### src/rtl/core/izt_pkg.sv
// Package for the ignore-zone text loader and mask unit.
// Holds shared constants, codes and the parser/control struct types.
// No dependencies.
package izt_pkg;

  localparam int unsigned MAX_ZONES_DEF = 8;
  localparam int unsigned ZONE_W        = 64;
  localparam int unsigned COORD_W       = 16;
  localparam int unsigned ACC_W         = 17;
  localparam int unsigned CNT_OUT_W     = 4;

  localparam logic [7:0] CHAR_COMMA = 8'h2C;
  localparam logic [7:0] CHAR_SEMI  = 8'h3B;
  localparam logic [7:0] CHAR_ZERO  = 8'h30;
  localparam logic [7:0] CHAR_NINE  = 8'h39;

  localparam logic [ACC_W-1:0] ACC_SAT         = 17'h10000;
  localparam logic [2:0]       FIELDS_PER_ZONE = 3'd4;

  localparam logic REQ_TEXT   = 1'b0;
  localparam logic REQ_QUERY  = 1'b1;
  localparam logic KIND_LOAD  = 1'b0;
  localparam logic KIND_QUERY = 1'b1;

  typedef struct packed {
    logic [ZONE_W-1:0] gf;
    logic [ACC_W-1:0]  acc;
    logic [2:0]        fd;
    logic              hd;
    logic              ne;
    logic              err;
  } parse_t;

  typedef struct packed {
    logic push;
    logic fin;
    logic ok;
  } ctl_t;

endpackage

### src/rtl/core/izt_cell.sv
// One zone cell: staged and active rectangle, shift link and hit chain link.
// Depends on izt_pkg.
module izt_cell #(
  parameter int unsigned IDX = 0,
  parameter int unsigned CW  = 4
) (
  input  logic                        clk_i,
  input  logic                        shift_i,
  input  logic                        commit_i,
  input  logic [izt_pkg::ZONE_W-1:0]  zone_i,
  output logic [izt_pkg::ZONE_W-1:0]  zone_o,
  input  logic [CW-1:0]               active_count_i,
  input  logic [izt_pkg::COORD_W-1:0] pixel_x_i,
  input  logic [izt_pkg::COORD_W-1:0] pixel_y_i,
  input  logic                        hit_i,
  output logic                        hit_o
);

  logic [izt_pkg::ZONE_W-1:0]  staged_q, staged_d;
  logic [izt_pkg::ZONE_W-1:0]  active_q, active_d;
  logic [izt_pkg::COORD_W-1:0] zx, zy, zw, zh;
  logic [izt_pkg::COORD_W:0]   x_end, y_end;
  logic                        in_rect;
  logic                        live;

  assign staged_d = shift_i ? zone_i : staged_q;
  assign active_d = commit_i ? staged_d : active_q;
  assign zone_o   = staged_q;

  always_ff @(posedge clk_i) begin
    staged_q <= staged_d;
    active_q <= active_d;
  end

  assign zx    = active_q[15:0];
  assign zy    = active_q[31:16];
  assign zw    = active_q[47:32];
  assign zh    = active_q[63:48];
  assign x_end = {1'b0, zx} + {1'b0, zw};
  assign y_end = {1'b0, zy} + {1'b0, zh};

  assign in_rect = (pixel_x_i >= zx) && (pixel_y_i >= zy) &&
                   ({1'b0, pixel_x_i} < x_end) && ({1'b0, pixel_y_i} < y_end);
  assign live    = CW'(IDX) < active_count_i;
  assign hit_o   = hit_i | (live & in_rect);

endmodule

### src/rtl/core/izt_parse.sv
// Zone list text parser: field and group state, staged count, push and commit control.
// Depends on izt_pkg.
module izt_parse #(
  parameter int unsigned MAX_ZONES = izt_pkg::MAX_ZONES_DEF,
  parameter int unsigned CW        = $clog2(MAX_ZONES + 1)
) (
  input  logic                       clk_i,
  input  logic                       rst_ni,
  input  logic                       step_i,
  input  logic                       char_valid_i,
  input  logic [7:0]                 text_char_i,
  input  logic                       text_last_i,
  output izt_pkg::ctl_t              ctl_o,
  output logic [izt_pkg::ZONE_W-1:0] zone_o,
  output logic [CW-1:0]              stage_cnt_o
);

  izt_pkg::parse_t state_q, state_d;
  izt_pkg::parse_t s;
  logic [CW-1:0]   cnt_q, cnt_d, cnt_n;
  logic [19:0]     acc_next;
  logic            is_semi, is_comma, is_digit;
  logic            fin, push;
  logic [izt_pkg::ZONE_W-1:0] zone;

  function automatic izt_pkg::parse_t finish_field(izt_pkg::parse_t f);
    izt_pkg::parse_t r;
    r = f;
    if (!f.hd || f.acc[izt_pkg::ACC_W-1] || (f.fd >= izt_pkg::FIELDS_PER_ZONE)) begin
      r.err = 1'b1;
    end else begin
      r.gf[{f.fd[1:0], 4'b0000} +: izt_pkg::COORD_W] = f.acc[izt_pkg::COORD_W-1:0];
      r.fd = 3'(f.fd + 3'd1);
    end
    r.acc = '0;
    r.hd  = 1'b0;
    return r;
  endfunction

  assign is_semi  = text_char_i == izt_pkg::CHAR_SEMI;
  assign is_comma = text_char_i == izt_pkg::CHAR_COMMA;
  assign is_digit = (text_char_i >= izt_pkg::CHAR_ZERO) && (text_char_i <= izt_pkg::CHAR_NINE);
  assign acc_next = 20'(state_q.acc) * 20'd10 + 20'(text_char_i - izt_pkg::CHAR_ZERO);

  always_comb begin
    s    = state_q;
    push = 1'b0;
    zone = '0;
    if (char_valid_i && !is_semi) begin
      s.ne = 1'b1;
      if (is_comma) begin
        s = finish_field(s);
      end else if (is_digit) begin
        s.hd  = 1'b1;
        s.acc = (acc_next > 20'(izt_pkg::ACC_SAT)) ? izt_pkg::ACC_SAT
                                                   : acc_next[izt_pkg::ACC_W-1:0];
      end else begin
        s.err = 1'b1;
      end
    end
    fin = (char_valid_i && is_semi) || text_last_i;
    if (fin) begin
      if (s.ne) begin
        s    = finish_field(s);
        zone = s.gf;
        if (s.fd != izt_pkg::FIELDS_PER_ZONE) begin
          s.err = 1'b1;
        end else if (!s.err) begin
          if (cnt_q >= CW'(MAX_ZONES)) begin
            s.err = 1'b1;
          end else begin
            push = 1'b1;
          end
        end
      end
      s.gf  = '0;
      s.acc = '0;
      s.fd  = '0;
      s.hd  = 1'b0;
      s.ne  = 1'b0;
    end
    cnt_n = cnt_q + CW'(push);

    state_d = state_q;
    cnt_d   = cnt_q;
    if (step_i) begin
      state_d = text_last_i ? '0 : s;
      cnt_d   = text_last_i ? '0 : cnt_n;
    end
  end

  always_ff @(posedge clk_i or negedge rst_ni) begin
    if (!rst_ni) begin
      state_q <= '0;
      cnt_q   <= '0;
    end else begin
      state_q <= state_d;
      cnt_q   <= cnt_d;
    end
  end

  assign ctl_o.push  = step_i & push;
  assign ctl_o.fin   = step_i & text_last_i;
  assign ctl_o.ok    = ~s.err;
  assign zone_o      = zone;
  assign stage_cnt_o = cnt_n;

endmodule

### src/rtl/core/ignore_zone_text_loader_and_mask_unit.sv
// Top level of the ignore-zone text loader and mask unit.
// Depends on izt_pkg, izt_parse and izt_cell.
//
// Takes one item per cycle: either a character of a zone list ("x,y,w,h;..." in
// decimal) or a pixel query. Each item is handled in the cycle it is accepted;
// its result, if any, appears in the output register on the next cycle. A
// character item marked last returns the load status; a query returns whether
// the pixel falls inside any active zone. Zones live in a row of MAX_ZONES
// cells: each good group within capacity shifts into the first cell, a good load copies
// every staged zone to its active slot at once, and the query hit runs along
// the row as an OR chain. The input stalls only while a result waits unread.
module ignore_zone_text_loader_and_mask_unit #(
  parameter int unsigned MAX_ZONES = izt_pkg::MAX_ZONES_DEF
) (
  input  logic                        clk_i,
  input  logic                        rst_ni,
  input  logic                        in_valid_i,
  output logic                        in_stall_o,
  input  logic                        req_type_i,
  input  logic                        char_valid_i,
  input  logic [7:0]                  text_char_i,
  input  logic                        text_last_i,
  input  logic [izt_pkg::COORD_W-1:0] pixel_x_i,
  input  logic [izt_pkg::COORD_W-1:0] pixel_y_i,
  output logic                        out_valid_o,
  input  logic                        out_stall_i,
  output logic                        result_kind_o,
  output logic                        load_ok_o,
  output logic                        pixel_ignored_o,
  output logic [izt_pkg::CNT_OUT_W-1:0] zones_in_use_o
);

  localparam int unsigned CW = $clog2(MAX_ZONES + 1);

  izt_pkg::ctl_t              ctl;
  logic [izt_pkg::ZONE_W-1:0] push_zone;
  logic [CW-1:0]              stage_cnt;
  logic [CW-1:0]              active_count_q, active_count_d;
  logic                       fire, step, query, commit, emit;
  logic [izt_pkg::ZONE_W-1:0] zone_chain [MAX_ZONES+1];
  logic                       hit_chain  [MAX_ZONES+1];

  logic                          out_valid_q, out_valid_d;
  logic                          result_kind_q, result_kind_d;
  logic                          load_ok_q, load_ok_d;
  logic                          pixel_ignored_q, pixel_ignored_d;
  logic [izt_pkg::CNT_OUT_W-1:0] zones_q, zones_d;

  assign in_stall_o = out_valid_q & out_stall_i;
  assign fire       = in_valid_i & ~in_stall_o;
  assign query      = req_type_i == izt_pkg::REQ_QUERY;
  assign step       = fire & ~query;
  assign commit     = ctl.fin & ctl.ok;
  assign emit       = fire & (query | text_last_i);

  izt_parse #(
    .MAX_ZONES(MAX_ZONES),
    .CW       (CW)
  ) u_parse (
    .clk_i       (clk_i),
    .rst_ni      (rst_ni),
    .step_i      (step),
    .char_valid_i(char_valid_i),
    .text_char_i (text_char_i),
    .text_last_i (text_last_i),
    .ctl_o       (ctl),
    .zone_o      (push_zone),
    .stage_cnt_o (stage_cnt)
  );

  assign zone_chain[0] = push_zone;
  assign hit_chain[0]  = 1'b0;

  for (genvar i = 0; i < MAX_ZONES; i++) begin : g_cell
    izt_cell #(
      .IDX(i),
      .CW (CW)
    ) u_cell (
      .clk_i         (clk_i),
      .shift_i       (ctl.push),
      .commit_i      (commit),
      .zone_i        (zone_chain[i]),
      .zone_o        (zone_chain[i+1]),
      .active_count_i(active_count_q),
      .pixel_x_i     (pixel_x_i),
      .pixel_y_i     (pixel_y_i),
      .hit_i         (hit_chain[i]),
      .hit_o         (hit_chain[i+1])
    );
  end

  always_comb begin
    active_count_d  = commit ? stage_cnt : active_count_q;
    out_valid_d     = out_valid_q & out_stall_i;
    result_kind_d   = result_kind_q;
    load_ok_d       = load_ok_q;
    pixel_ignored_d = pixel_ignored_q;
    zones_d         = zones_q;
    if (emit) begin
      out_valid_d = 1'b1;
      if (query) begin
        result_kind_d   = izt_pkg::KIND_QUERY;
        load_ok_d       = 1'b0;
        pixel_ignored_d = hit_chain[MAX_ZONES];
        zones_d         = izt_pkg::CNT_OUT_W'(active_count_q);
      end else begin
        result_kind_d   = izt_pkg::KIND_LOAD;
        load_ok_d       = ctl.ok;
        pixel_ignored_d = 1'b0;
        zones_d         = izt_pkg::CNT_OUT_W'(active_count_d);
      end
    end
  end

  always_ff @(posedge clk_i or negedge rst_ni) begin
    if (!rst_ni) begin
      active_count_q <= '0;
      out_valid_q    <= 1'b0;
    end else begin
      active_count_q <= active_count_d;
      out_valid_q    <= out_valid_d;
    end
  end

  always_ff @(posedge clk_i) begin
    result_kind_q   <= result_kind_d;
    load_ok_q       <= load_ok_d;
    pixel_ignored_q <= pixel_ignored_d;
    zones_q         <= zones_d;
  end

  assign out_valid_o     = out_valid_q;
  assign result_kind_o   = result_kind_q;
  assign load_ok_o       = load_ok_q;
  assign pixel_ignored_o = pixel_ignored_q;
  assign zones_in_use_o  = zones_q;

  a_query_result: assert property (@(posedge clk_i) disable iff (!rst_ni)
    fire && query |=> out_valid_q && (result_kind_q == izt_pkg::KIND_QUERY) && !load_ok_q)
    else $error("query item did not produce a query result");

  a_failed_load_keeps_table: assert property (@(posedge clk_i) disable iff (!rst_ni)
    ctl.fin && !ctl.ok |=> $stable(active_count_q))
    else $error("failed load changed the active zone count");

  a_count_bound: assert property (@(posedge clk_i) disable iff (!rst_ni)
    active_count_q <= CW'(MAX_ZONES))
    else $error("active zone count above capacity");

  a_load_no_hit: assert property (@(posedge clk_i) disable iff (!rst_ni)
    out_valid_q && (result_kind_q == izt_pkg::KIND_LOAD) |-> !pixel_ignored_q)
    else $error("load status carries a pixel hit");

endmodule

### config.mk
export PLATFORM = sky130hd
export DESIGN_NAME = ignore_zone_text_loader_and_mask_unit
export DESIGN_NICKNAME = d
export VERILOG_FILES = /design/src/rtl/core/izt_pkg.sv /design/src/rtl/core/izt_cell.sv /design/src/rtl/core/izt_parse.sv /design/src/rtl/core/ignore_zone_text_loader_and_mask_unit.sv
export SDC_FILE = /design/constraint.sdc
export NUM_CORES = 2
export LEC_CHECK = 0
export ABC_AREA = 1
export BUFFER_PORTS_ARGS = -buffer_cell sky130_fd_sc_hd__buf_2
export CORE_ASPECT_RATIO = 0.7
export CORE_MARGIN = 2
export CORE_UTILIZATION = 52
export CTS_CLUSTER_SIZE = 24
export DETAILED_ROUTE_END_ITERATION = 12
export PLACE_DENSITY = 0.66
export SETUP_SLACK_MARGIN = 0.1
export SLEW_MARGIN = 10
export SYNTH_ARGS = -nofsm -noshare
export SYNTH_HDL_FRONTEND = slang
export SYNTH_HIERARCHICAL = 1
export SYNTH_SLANG_ARGS = --single-unit
### constraint.sdc
create_clock -name clk_i -period 46.5 [get_ports clk_i]
set_input_delay 9.3 -clock clk_i [delete_from_list [all_inputs] [get_ports clk_i]]
set_output_delay 9.3 -clock clk_i [all_outputs]
set_load 0.05 [all_outputs]
==> impl_metrics.toml <==
[status]
status = "finished clean"

[global_route]
met1_usage_pct = 40.4
busiest_layer = "met1"
grt_pass1_wl_um = 261000
met3_usage_pct = 5.12
grt_antenna_before_repair = 18
grt_pass1_vias = 45500
track_usage_pct = 26.3
grtUsageMet2_pct = 38.3
grt_max_degree = 94
grt_remaining_overflow = 0

[critical_path]
required_ns = 37.20
crit_type = "in2out"
cpMostUsedCell = "buf_2"
crit_path_end_kind = "output pin"
cp_max_fo = 3
slowest_delay_ns = 0.25
path_buf_inv = 3
cp_slowest_cell = "buf_2"
crit_path_start_kind = "input port"
path_delay_family = "buffers and inverters"
arrival_ns = 9.76
cp_cell_sequence = "buf_2, nand2_1, inv_1, buf_2"

[clock_network]
numCtsBuffers = 110
cts_resized = 0
cts_hold_buf = 0
htree_levels = 3
numClockSinks = 1127
clk_latency_ns = 0.75
root_buffer = "clkbuf_16"
clk_path_buf_depth = 3
cts.repair_timing.setup_buffer_count = 0
cts_tree = "yes"
clk_pin_slew_ns = 0.06

[placement]
pre_cts_slack_ns = 27.46
port_buffers = 55
hpwl_um = 126000
gp_congestion = 0.938
place_inst = 8228

[route]
wl_per_cell_um = 20.0
viasPerCell = 5.56
drt_first_pass_iters = 6
routed_wl_um = 169000
num_vias = 46900
ant_nets = 0
drc = 0
drt-initial-drc-count = 3786

[power]
ir_drop_uv = 35.3
powerDensity_nw_per_um2 = 31.0
p_leak_nw = 32.0

[die]
dieWidth_um = 427
core_area_um2 = 124000
die_y_um = 300
num_io_pins = 56
die_area_um2 = 128000
rows = 108
initial_core_util_pct = 52.4

[yosys]
synth_cell_types = 73
syn_area_um2 = 65000
ys_warn_count = 6
syn-num-nets = 7499
ys.flop_type = "edfxtp_1"
synth_edf_count = 519
synth.avg_cell_area_um2 = 9.83
ys_seq_area_share_pct = 43.4
ys_ff_latch = 1127
synthArstFlopShare_pct = 8.52
synthCells = 6615

[timing]
min_period_ns = 19.06
fin_crit_sh_pct = 41.0
fmaxAchievable_ghz = 0.0525
setup_slack_ns = 27.44
worst_slew_pin_slew_ns = 1.27
holdWs_ns = 0.472
hold_viol_final = 0
slew_violations = 0
setup_tns_ns = 0
rsz0062_at_grt = "false"
fin_skew_ns = 0.0458
relSlewSlack_pct = 15.3
finalSetupViolations = 0

[flow_run]
maxCapViolCount = 0

[finish]
fin_util_pct = 57.1
seq_area_um2 = 28200
multi_input_area_um2 = 33100
nFillCells = 10800
syn2layout_area_growth_pct = 8.95
fin_nets = 7574
fin_cells = 8441
drive_gt1_share_pct = 15.0

[hold_path]
hold_path.class = "reg2reg"
==> per-layer routing <==
layer | share of wire (%) | vias up
li1 | - | 23000
met2 | 41 | 1301
met3 | 7.3 | 212
met5 | 0.034 | -
met1 | 50 | 22400
met4 | 1.7 | 10
==> synthesized netlist by cell type (63+ instances only) <==
cell / number / area [µm²]
nand3_1: 224 / 1120
buf_2: 63 / 315
xor2_1: 107 / 937
nor2_1: 352 / 1320
o21ai_0: 213 / 1070
mux2_2: 512 / 5770
dfxtp_1: 512 / 10200
ha_1: 819 / 10200
nand2_2: 63 / 394
nand4_1: 102 / 638
inv_1: 789 / 2960
nand2_1: 1044 / 3920
a21oi_1: 472 / 2360
xnor2_1: 137 / 1200
dfrtp_1: 96 / 2400
edfxtp_1: 519 / 15600
==> through the flow <==
| stage | power (mW) | area, µm² |
|---|---|---|
| 6_report | 2.20 | 70800 |
| 4_1_cts | 2.22 | 70800 |
| 3_3_place_gp | 1.26 | 67000 |
| 3_5_place_dp | 1.27 | 67000 |
| 2_1_floorplan | 1.20 | 65000 |
| 5_1_grt | 2.28 | 70800 |
==> power breakdown <==
group / switching, mW / internal [mW] / total (mW) / leakage [nW]
combinational: 0.129 / 0.0659 / 0.195 / 19.9
clock: 0.406 / 0.543 / 0.949 / 1.86
sequential: 0.0138 / 1.04 / 1.05 / 10.3
==> worst register-to-register path: cells and delay by family, from the launching register on <==
family                   cells  cell delay [ns]
flip-flops                   1             0.61
adder cells (fa/ha/maj)      4             1.28
AND/OR/NAND/NOR             16             2.25
buffers and inverters        4             2.67
XOR/XNOR                     1             0.16
AO/OA/AOI/OAI                5             1.03
multiplexers                 1             0.46
==> registers in the layout (all words and copies together) (netlist names) <==
signal	count
load_ok_o	1
out_valid_o	1
u_parse/cnt_q	4
u_parse/state_q	87
result_kind_o	1
pixel_ignored_o	1
zones_in_use_o	4
active_count_q	4
g_cell.u_cell/zone_o	512
g_cell.u_cell/active_q	512
==> cells by family after synthesis <==
| group | synth area share [%] |
|---|---|
| AOI/OAI and AO/OA | 9.30 |
| xor gates and xnor gates | 3.35 |
| adders and majority gates | 16.3 |
| buffers and inverters | 5.61 |
| DFF | 43.4 |
| muxes | 8.87 |
| other | 0.00577 |
| and+or+nand+nor | 13.1 |
==> final timing paths <==
kind	cells past startpoint	to	slack, ns	from
worst max-delay path	4	in_stall_o	27.44	out_stall_i
worst min-delay path	1	g_cell[7].u_cell/zone_o[3]	0.47	g_cell[7].u_cell/zone_o[3]
worst max register to register	31	g_cell[6].u_cell/active_q[10]	37.74	u_parse/state_q[7]
worst min register to register	1	g_cell[7].u_cell/zone_o[3]	0.47	g_cell[7].u_cell/zone_o[3]
max in group asynchronous	2	u_parse/state_q[1]	36.72	rst_ni
min in group asynchronous	1	u_parse/state_q[53]	8.56	rst_ni
==> placed cells by master (no fill, tap or decap), drive strengths merged, types with 5 or more instances in the layout <==
| cell type | n |
|---|---|
| nand2 | 1121 |
| ha | 819 |
| inv | 814 |
| a21oi | 534 |
| edfxtp | 519 |
| mux2 | 512 |
| dfxtp | 512 |
| nor2 | 385 |
| o21ai | 252 |
| nand3 | 234 |
| clkbuf | 147 |
| xnor2 | 137 |
| xor2 | 109 |
| nand4 | 104 |
| dfrtp | 96 |
| buf | 82 |
| nor3 | 65 |
| o22ai | 61 |
| clkinv | 43 |
| o21a | 36 |
| a21o | 31 |
| a31oi | 25 |
| fa | 18 |
| bufinv | 15 |
| o32ai | 15 |
| o21bai | 14 |
| a211oi | 13 |
| o31ai | 12 |
| nand3b | 9 |
| and3 | 6 |
| a21boi | 6 |
| clkinvlp | 5 |
| a31o | 5 |
==> cell type report <==
| type | count | share of cell area (%) |
|---|---|---|
| clock inverters | 62 | 1.14 |
| clock buffers | 147 | 4.25 |
| multi-input cells | 4554 | 46.8 |
| inverters | 815 | 4.34 |
| well taps | 1650 | 2.91 |
| repair buffers | 82 | 0.678 |
| flip-flops and latches | 1127 | 39.9 |
| diodes | 4 | 0.0141 |
Power figures use the tool's default switching activity.
